**config.mk**
```make
export PLATFORM = sky130hd
export DESIGN_NAME = cwc_ctrl
export DESIGN_NICKNAME = d
export VERILOG_FILES = /design/src/hdl/cwc_pkg.sv /design/src/hdl/cwc_ctrl.sv
export SDC_FILE = /design/constraint.sdc
export NUM_CORES = 1
export LEC_CHECK = 0
export BUFFER_PORTS_ARGS = -buffer_cell sky130_fd_sc_hd__buf_4
export CORE_AREA = 5 5 42 44
export DETAILED_ROUTE_END_ITERATION = 10
export DIE_AREA = 0 0 47 49
export SYNTH_ARGS = -nofsm -noshare
export SYNTH_HDL_FRONTEND = slang
export SYNTH_SLANG_ARGS = --single-unit
```
**constraint.sdc**
```tcl
create_clock -name clock -period 1.35 [get_ports clock]
set_clock_uncertainty 0.05 [all_clocks]
set_input_delay 0.405 -clock clock [delete_from_list [all_inputs] [get_ports clock]]
set_output_delay 0.405 -clock clock [all_outputs]
set_load 0.02 [all_outputs]
```
**src/hdl/cwc_pkg.sv**
```systemverilog
// shared types, codes and reset constants of the congestion window controller
package cwc_pkg;

   localparam int WIN_W   = 31;
   localparam int RT_W    = 40;
   localparam int TMO_W   = 48;
   localparam int SEG_W   = 16;
   localparam int DIV_W   = 48;

   // round trip ring depth, kept a power of two so the mean is a shift
   localparam int RING_DEPTH = 8;
   localparam int RING_SHIFT = $clog2(RING_DEPTH);

   localparam logic [WIN_W-1:0] WIN_MAX = {WIN_W{1'b1}};

   // register reset values
   localparam logic [15:0]      RST_SEGMENT   = 16'd1200;
   localparam logic [15:0]      RST_ALPHA     = 16'd256;
   localparam logic [7:0]       RST_BETA      = 8'd128;
   localparam logic [WIN_W-1:0] RST_WINDOW    = 31'd12000;
   localparam logic [WIN_W-1:0] RST_THRESHOLD = 31'h7FFF_FFFF;
   localparam logic [RT_W-1:0]  RST_ROUND_TRIP = 40'd100000000;
   localparam logic [7:0]       RST_TIMEOUT_FACTOR = 8'd2;

   // register indexes
   localparam logic [2:0] REG_SEGMENT   = 3'd0;
   localparam logic [2:0] REG_ALPHA     = 3'd1;
   localparam logic [2:0] REG_BETA      = 3'd2;
   localparam logic [2:0] REG_WINDOW    = 3'd3;
   localparam logic [2:0] REG_THRESHOLD = 3'd4;
   localparam logic [2:0] REG_ROUND_TRIP = 3'd5;
   localparam logic [2:0] REG_TIMEOUT   = 3'd6;

   typedef enum logic [1:0] {
      CMD_ACK    = 2'd0,
      CMD_LOSS   = 2'd1,
      CMD_SEND   = 2'd2,
      CMD_STATUS = 2'd3
   } cmd_code_type;

   typedef enum logic [3:0] {
      S_IDLE,
      S_MUL1,
      S_MUL2,
      S_DIVA_GO,
      S_DIVA,
      S_APPLY,
      S_FINISH,
      S_OUT
   } state_type;

   typedef struct packed {
      logic load;
      logic mul1;
      logic mul2;
      logic div_start;
      logic apply;
      logic out_load;
   } ctrl_cmd_type;

   typedef struct packed {
      logic div_done;
      logic need_div;
   } ctrl_status_type;

endpackage

```
**src/hdl/cwc_ctrl.sv**
```systemverilog
// sequencing state machine of the congestion window controller
module cwc_ctrl (
   input  logic                     clock,
   input  logic                     reset,
   input  logic                     req_tvalid,
   output logic                     req_tready,
   output logic                     rsp_tvalid,
   input  logic                     rsp_tready,
   input  cwc_pkg::ctrl_status_type status,
   output cwc_pkg::ctrl_cmd_type    cmd
);
   import cwc_pkg::*;

   state_type state_ff;
   state_type state_in;

   always_ff @(posedge clock) begin
      if (reset) begin
         state_ff <= S_IDLE;
      end else begin
         state_ff <= state_in;
      end
   end

   // next state and commands
   always_comb begin
      state_in   = state_ff;
      cmd        = '0;
      req_tready = 1'b0;
      rsp_tvalid = 1'b0;
      case (state_ff)
         S_IDLE: begin
            req_tready = 1'b1;
            if (req_tvalid) begin
               cmd.load = 1'b1;
               state_in = S_MUL1;
            end
         end
         S_MUL1: begin
            cmd.mul1 = 1'b1;
            state_in = S_MUL2;
         end
         S_MUL2: begin
            cmd.mul2 = 1'b1;
            state_in = S_DIVA_GO;
         end
         S_DIVA_GO: begin
            if (status.need_div) begin
               cmd.div_start = 1'b1;
               state_in      = S_DIVA;
            end else begin
               state_in = S_APPLY;
            end
         end
         S_DIVA: begin
            if (status.div_done) begin
               state_in = S_APPLY;
            end
         end
         S_APPLY: begin
            cmd.apply = 1'b1;
            state_in  = S_FINISH;
         end
         S_FINISH: begin
            cmd.out_load = 1'b1;
            state_in     = S_OUT;
         end
         S_OUT: begin
            rsp_tvalid = 1'b1;
            if (rsp_tready) begin
               state_in = S_IDLE;
            end
         end
         default: begin
            state_in = S_IDLE;
         end
      endcase
   end

`ifndef SYNTHESIS
   a_done_only_waiting: assert property (@(posedge clock) disable iff (reset)
      status.div_done |-> state_ff == S_DIVA)
      else $error("divider finished outside a wait state");
   a_load_then_mul: assert property (@(posedge clock) disable iff (reset)
      cmd.load |=> state_ff == S_MUL1)
      else $error("item transfer not followed by multiply");
   a_out_after_finish: assert property (@(posedge clock) disable iff (reset)
      $rose(rsp_tvalid) |-> $past(cmd.out_load))
      else $error("result shown without being loaded");
`endif

endmodule

```
After elaboration in Yosys (flattened, before gate mapping). Cells that the tools add are included.

Equality and inequality tests: 10. Multiplexer cells: 15. Reduce and logical (&&, ||, !) cells: 2.

Operator list (count): 4-bit one-hot mux with 8 select lines (1); 4-bit by 3-bit equality test with 1-bit output, second input constant (4); 4-bit two-way mux (3); 1-bit two-way mux (11); 4-bit by 2-bit equality test with 1-bit output, second input constant (2); 2-bit != test, second input constant (3); 4-bit by 1-bit equality test with 1-bit output, second input constant (1); 4-bit zero test (1); 3-bit AND reduction (1).

Register bits: 4. Input port bits: 6. Output and inout bits: 8. Logic and storage cells: 28.

Longest topological paths before layout. Gate-level depths: netlist of the first run.

Depth after elaboration: 3. Mapped depth: 4. Depth with buffers taken out: 3.

Least setup slack after synthesis of the first run. OpenSTA, ideal clock, no wires.

Kind: register to output. From: register state_ff[1]. To: output cmd[5] (netlist bit). Data arrival time: 1.074 ns. Required time: 0.895 ns. Path slack: -0.179 ns. Stages on the path, launching flop included: 4. Buffers on the path: 1. Path through: dfxtp_1 buf_6 nor3_2 and2_1.

RTL lines: start: declaration (line cwc_ctrl.sv:14) `state_type state_ff;`; start signal: assignment (line cwc_ctrl.sv:21) `state_ff <= state_in;`; end: declaration (line cwc_ctrl.sv:10) `output cwc_pkg::ctrl_cmd_type cmd`.

==> summary.md, run 1 <==
| Metric | Value |
|---|---|
| Vias in the first global route | 275 |
| Setup ws final | -0.168 ns |
| Crit path time final | 1.52 ns |
| Yosys top cell by area | dfxtp_1 |
| First-pass GRT wire length | 1140 um |
| Worst setup SP type | register |
| Hold Vio Cnt, Final | 0 |
| Die footprint | 2300 sq um |
| Top cells by count, synth | nor2_1 (4), dfxtp_1 (3) |
| IO Port Bufs | 13 |
| Library cells used by synthesis | 18 |
| Internal power | 0.000324 W |
| GPL Wtd Cong | 0.788 |
| Worst setup EP type | output pin |
| Clock slew at reported path FFs | 0.04 ns |
| Total Wirelength | 692 um |
| Worst Setup SP | state_ff[1] |
| Post-Syn Area | 235 sq um |
| Critical path type | register to output pin |
| Post-synth top area share | 25.5% |
| Post-Syn Nets | 35 |
| Setup TNS | -0.789 ns |
| Maximum root-to-sink buffer count | 2 |
| Register share of total power | 26.2% |
| Post-synthesis sequential element count | 3 |
| Leak | 0.213 nW |
| Violations in the final reports | setup timing |
| Crit path DAT | 1.06 ns |
| CTS tree | yes |
| Slew @ Worst Pin | 0.176 ns |
| Final Cycle Share | 112% |
| Worst vdd ir | 0.357 mV |
| Final setup fails | 8 |
| Cells after synthesis | 29 |
| Global-route usage over all layers | 7.18% |
| Worst hold path startpoint | reset |
| ANT cells | 0 |
| Largest net degree at the start of global routing | 9 |
| Status | finished with violations |
| Dpl hpwl | 488 um |
| R2R setup slack | 0.20 ns |
| Worst min-delay path class | input port to register |
| Residual overflow from global routing | 0 |
| Worst Hold Depth | 2 |
| H-tree levels | 1 |
| Yosys warns | 0 |
| DRC | 0 |
| RSZ-0062 raised after global routing | true |
| RR Endpoint | state_ff[0] |
| Top post-synthesis cells by area | dfxtp_1 (26%), buf_6 (9.6%), o32ai_2 (6.9%), nor2_1 (6.4%), nor3b_1 (6.4%) |
| Wire length per cell | 10.5 um |
| Synth Flop Type | dfxtp_1 |
| Worst-skew pair later-pin latency | 0.24 ns |
| Max cap viols | 0 |
| Initial DRC Count | 1 |
| Root Driver | clkbuf_4 |
| Die Y | 49 um |
| Final Instance Area | 465 sq um |
| Post-synth EDFFs | 0 |
| Row Count | 14 |
| Final Max Tran Viols | 0 |
| Util after Layout | 33.2% |
| Antenna violations before repair | 0 |
| Total chip power | 0.000479 W |
| Cells on worst reg2reg path | 5 |
| Dpl cell area | 394 sq um |
| Clk network pwr share | 34.0% |
| CP max FO | 7 |
| Layout cells sized above 1 | 70.0% |
| Register area share after synthesis | 25.5% |
| Async SR Flop Fraction | 0% |
| Syn Area/Cell | 8.11 sq um |
| Slew margin rel. | 87.9% |
| Max FFs per register | 3 |
| Die W | 47 um |
| Via count of the routed design | 286 |
| PD cells | 1030 nW/um^2 |
| Top-count cell post-synth | nor2_1 |
| Top Registers | state_ff x3 |
| Sw Share | 32.2% |
| Combinational power share | 39.9% |
| Req. time, crit path | 0.90 ns |
| Vias per cell | 4.33 |
| Hold slack | 0.306 ns |
| Final #Nets | 57 |
| Routed Antenna Nets | 0 |
| Ports | 14 |
| Area Growth Syn to Fin | 97.9% |
| Pre-Repair DR Iteration Count | 2 |
| Worst hold endpoint | state_ff[2] |
| Psw | 0.000154 W |
| FMAX | 0.659 GHz |
| Clock Sink Count | 3 |
| Largest register by flop count | state_ff |
| Core outline area | 1400 sq um |
| Initial Util | 16.8% |
| Reg-to-reg startpoint | state_ff[2] |
| CTS Buf Count | 3 |
==> layout by cell type, fill, tap and decap left out, types with 2 or more instances in the layout <==
| cell | count |
|---|---|
| buf_4 | 15 |
| buf_6 | 5 |
| nor2_1 | 3 |
| clkbuf_4 | 3 |
| dfxtp_4 | 3 |
| nand2_1 | 2 |
| nor3b_2 | 2 |
| a21oi_1 | 2 |
| nor3_1 | 2 |
==> final cells by class <==
cell class / count / area, sq um
Clock buffer: 4 / 26.3
Timing Repair Buffer: 20 / 169
Tap cell: 16 / 20.0
Sequential cell: 3 / 71.3
Fill cell: 156 / 936
Multi-Input combinational cell: 22 / 175
Inverter: 1 / 3.75
==> power by group through the flow <==
stage          combinational [W]  clock, W  sequential [W]
3_3_place_gp            0.000180         0        0.000113
5_1_grt                 0.000205  0.000180        0.000129
3_5_place_dp            0.000183         0        0.000114
6_report                0.000191  0.000163        0.000125
2_1_floorplan           0.000115         0        0.000106
4_1_cts                 0.000188  0.000169        0.000126
==> how the worst max path moves through the flow <==
| stage | endpoint | slack (ns) | depth (start not counted) |
|---|---|---|---|
| 2_1_floorplan | cmd[5] | -0.09 | 3 |
| 3_3_place_gp | cmd[2] | -0.01 | 4 |
| 3_5_place_dp | cmd[2] | -0.03 | 4 |
| 4_1_cts | cmd[5] | -0.19 | 3 |
| 5_1_grt | cmd[5] | -0.22 | 3 |
| 6_report | cmd[5] | -0.17 | 3 |
==> per-stage QoR <==
| stage | instances | worst slack, ns |
|---|---|---|
| after floorplan | 29 | -0.0874 |
| after global placement | 59 | -0.0148 |
| after detailed placement | 59 | -0.0309 |
| after CTS | 66 | -0.186 |
| after global routing | 66 | -0.221 |
| final | 66 | -0.168 |
==> worst max-delay path, cell delays in order (launching register included) <==
cell and delay (ns):
dfxtp_4 0.36, nor3_4 0.20, and2_4 0.16, buf_6 0.10
==> per-layer routing <==
metal,track usage (%),vias up,part of all wire [%]
met5,0,-,0
met1,8.33,128,42
met3,4.80,2,11
li1,-,140,-
met4,4.15,0,1.2
met2,9.50,16,46
==> logic make-up after synthesis <==
family	synth area share, %
and+or+nand+nor	41.5
DFF	25.5
muxes	4.26
buffers and inverters	14.4
AOI/OAI and AO/OA	14.4
==> what timing repair did <==
item / in CTS / in global routing
setup buffers: 5 / 0
gates resized for setup: 12 / 3
hold buffers: 0 / 0
pin swaps: 4 / 1
setup endpoints to repair: 8 / 8
Power figures use the tool's default switching activity.
==> inputs of run 2 (changes only) <==
--- a/config.mk
+++ b/config.mk
@@ -5,6 +5,7 @@
 export SDC_FILE = /design/constraint.sdc
 export NUM_CORES = 1
 export LEC_CHECK = 0
+export ABC_AREA = 1
 export BUFFER_PORTS_ARGS = -buffer_cell sky130_fd_sc_hd__buf_4
 export CORE_AREA = 5 5 42 44
 export DETAILED_ROUTE_END_ITERATION = 10
==> run 2 against run 1 <==
- the run still ends with setup timing left
- clock power shrank 6%
- non-clock buffer count grew 3
- critical path depth grew 1
- worst setup slack lost 0.033 ns
- sequential power shrank 7%
- first-iteration DRC count shrank 100%
- combinational power grew 37%
- critical path type unchanged
- critical endpoint is now cmd[2]
==> summary.md, run 2 <==
| Metric | Value |
|---|---|
| Status | finished with violations (unchanged) |
| Violations in the final reports | setup timing (unchanged) |
| Worst setup EP type | output pin (unchanged) |
| Max FFs per register | 3 (unchanged) |
| Total chip power | 0.000532 W (was 0.000479 W) |
| Yosys top cell by area | dfxtp_1 (unchanged) |
| Yosys warns | 0 (unchanged) |
| Worst setup SP type | register (unchanged) |
| Final Max Tran Viols | 0 (unchanged) |
| Clock slew at reported path FFs | 0.03 ns (was 0.04 ns) |
| Worst min-delay path class | input port to register (unchanged) |
| Die footprint | 2300 sq um (unchanged) |
| Met3 WL | 90 um (was 76 um) |
| Top-count cell post-synth | nor2_1 (unchanged) |
| Largest net degree at the start of global routing | 7 (was 9) |
| Leak | 0.262 nW (was 0.213 nW) |
| Worst-skew pair later-pin latency | 0.23 ns (was 0.24 ns) |
| Post-Syn Area | 213 sq um (was 235 sq um) |
| Met1 Wirelength | 257 um (was 288 um) |
| Routed Antenna Nets | 0 (unchanged) |
| Layout cells sized above 1 | 73.8% (was 70.0%) |
| Cells after synthesis | 34 (was 29) |
| Most frequent cells in the layout | buf_4 (15), buf_6 (8), nor2_4 (5), nand2_1 (5) (was buf_4 (15), buf_6 (5), nor2_1 (3), clkbuf_4 (3), dfxtp_4 (3)) |
| Initial DRC Count | 0 (was 1) |
| Worst hold path startpoint | reset (unchanged) |
| Vias per cell | 3.94 (was 4.33) |
| Async SR Flop Fraction | 0% (unchanged) |
| Hold Vio Cnt, Final | 0 (unchanged) |
| Post-synth top area share | 28.2% (was 25.5%) |
| DRC | 0 (unchanged) |
| Most common cell after layout, fill and taps aside | buf_4 (unchanged) |
| Req. time, crit path | 0.90 ns (about the same) |
| Critical path type | register to output pin (unchanged) |
| Post-synth EDFFs | 0 (unchanged) |
| Syn Area/Cell | 6.26 sq um (was 8.11 sq um) |
| Vias in the first global route | 312 (was 275) |
| Number of fill cells in the layout | 153 (was 156) |
| Crit path time final | 1.55 ns (was 1.52 ns) |
| Pre-Repair DR Iteration Count | 1 (was 2) |
| Ports | 14 (unchanged) |
| Maximum root-to-sink buffer count | 2 (unchanged) |
| Antenna violations before repair | 0 (unchanged) |
| Dpl hpwl | 515 um (was 488 um) |
| R2R setup slack | 0.11 ns (was 0.20 ns) |
| Worst vdd ir | 0.301 mV (was 0.357 mV) |
| Post-Syn Nets | 40 (was 35) |
| Crit path DAT | 1.10 ns (was 1.06 ns) |
| Register area share after synthesis | 28.2% (was 25.5%) |
| Root Driver | clkbuf_4 (unchanged) |
| Cells on worst reg2reg path | 8 (was 5) |
| Final #Nets | 68 (was 57) |
| Reg-to-reg startpoint | state_ff[0] (was state_ff[2]) |
| RR Endpoint | state_ff[0] (unchanged) |
| Total Wirelength | 738 um (was 692 um) |
| FMAX | 0.644 GHz (was 0.659 GHz) |
| PD cells | 998 nW/um^2 (was 1030 nW/um^2) |
| Area Growth Syn to Fin | 151% (was 97.9%) |
| CTS Buf Count | 3 (unchanged) |
| Top routing layer used | met4 (unchanged) |
| RSZ-0062 raised after global routing | true (unchanged) |
| Core outline area | 1400 sq um (unchanged) |
| Worst Hold Depth | 2 (unchanged) |
| Final setup fails | 8 (unchanged) |
| Final Cycle Share | 115% (was 112%) |
| Library cells used by synthesis | 15 (was 18) |
| Top post-synthesis cells by area | dfxtp_1 (28%), nor2_1 (14%), nand2_1 (12%), inv_1 (8.8%), nor3_4 (7.6%) (was dfxtp_1 (26%), buf_6 (9.6%), o32ai_2 (6.9%), nor2_1 (6.4%), nor3b_1 (6.4%)) |
| Via count of the routed design | 303 (was 286) |
| Synth Flop Type | dfxtp_1 (unchanged) |
| Top Registers | state_ff x3 (unchanged) |
| ANT cells | 0 (unchanged) |
| Post-synthesis sequential element count | 3 (unchanged) |
| Row Count | 14 (unchanged) |
| Max cap viols | 0 (unchanged) |
| H-tree levels | 1 (unchanged) |
| First-pass GRT wire length | 1180 um (was 1140 um) |
| GPL Wtd Cong | 0.694 (was 0.788) |
| Initial Util | 15.2% (was 16.8%) |
| Largest register by flop count | state_ff (unchanged) |
| Worst hold endpoint | state_ff[1] (was state_ff[2]) |
| Top cells by count, synth | nor2_1 (8), nand2_1 (7), inv_1 (5) (was nor2_1 (4), dfxtp_1 (3)) |
| IO Port Bufs | 13 (unchanged) |
| Met2 wire len | 385 um (was 318 um) |
| Die Y | 49 um (unchanged) |
| Cts hold-fix bufs | 0 (unchanged) |
| CP max FO | 5 (was 7) |
| CTS tree | yes (unchanged) |
| Setup TNS | -1.14 ns (was -0.789 ns) |
| Slew margin rel. | 89.5% (was 87.9%) |
| Slew @ Worst Pin | 0.158 ns (was 0.176 ns) |
| Wire length per cell | 9.58 um (was 10.5 um) |
| Die W | 47 um (unchanged) |
| Global-route usage over all layers | 7.52% (was 7.18%) |
| Setup ws final | -0.202 ns (was -0.168 ns) |
| Worst Setup SP | state_ff[1] (unchanged) |
| Clock Sink Count | 3 (unchanged) |
| Residual overflow from global routing | 0 (unchanged) |
==> run 2: cell types whose count changed in the layout (fill, tap and decap cells not counted), moves of 2 or more <==
cell | before | now
nor3_2 | 0 | 2
inv_2 | 0 | 2
nor3b_2 | 2 | 0
nor3_1 | 2 | 0
buf_6 | 5 | 8
nand2_1 | 2 | 5
nor2_4 | 0 | 5
inv_1 | 1 | 3
nand2_4 | 0 | 2
==> run 2: power by group <==
group | internal (W) | switching [W]
Clock | 0.000111 | 0.0000439
Combinational | 0.000135 | 0.000126
Sequential | 0.000101 | 0.0000150
==> run 2: cell type report <==
cell class / instances / area, sq um / share of cell area, %
multi-input combinational: 25 / 190 / 35.7
timing repair buffer: 23 / 203 / 38.0
sequential: 3 / 68.8 / 12.9
tap: 16 / 20.0 / 3.76
inverter: 6 / 25.0 / 4.69
clock buffer: 4 / 26.3 / 4.93
==> run 2: kinds of logic after synthesis <==
group	Yosys count	share of synthesized area [%]
and+or+nand+nor	22	52.4
buffers and inverters	6	10.6
DFF	3	28.2
AOI/OAI and AO/OA	3	8.82
==> run 2: worst max-delay path by stage <==
stage / endpoint / slack [ns] / depth (start not counted)
final: cmd[2] / -0.20 / 4
after global routing: cmd[2] / -0.26 / 4
after CTS: cmd[4] / -0.19 / 4
after detailed placement: cmd[4] / 0.03 / 4
after global placement: cmd[5] / 0.02 / 5
after floorplan: cmd[1] / -0.08 / 3
==> run 2: timing repair <==
item	in CTS	in global routing
gates cloned	0	0
pin swaps	3	5
setup endpoints to repair	8	8
setup buffers	3	2
resized for setup	17	14
hold endpoints to repair	0	0
==> run 2: worst max-delay path: stages (launching register included) <==
cell	delay, ns
dfxtp_4	0.37
buf_6	0.11
nand2_4	0.05
nor3_2	0.17
buf_4	0.16
==> run 2: metal layers <==
| layer | vias up | track usage [%] |
|---|---|---|
| met5 | - | 0 |
| met4 | 0 | 6.91 |
| met3 | 2 | 3.69 |
| met2 | 12 | 11.3 |
| met1 | 128 | 7.00 |
| li1 | 161 | - |
==> run 2: through the flow <==
step	hold slack [ns]	setup slack, ns	utilization, %	cells	area [sq um]
floorplan	0.425	-0.0799	-	34	218
global placement	0.544	0.0243	26.6	68	373
detailed placement	0.541	0.0264	26.6	68	373
CTS	0.280	-0.186	33.1	75	464
global route	0.299	-0.260	38.0	77	533
finish	0.296	-0.202	38.0	77	533
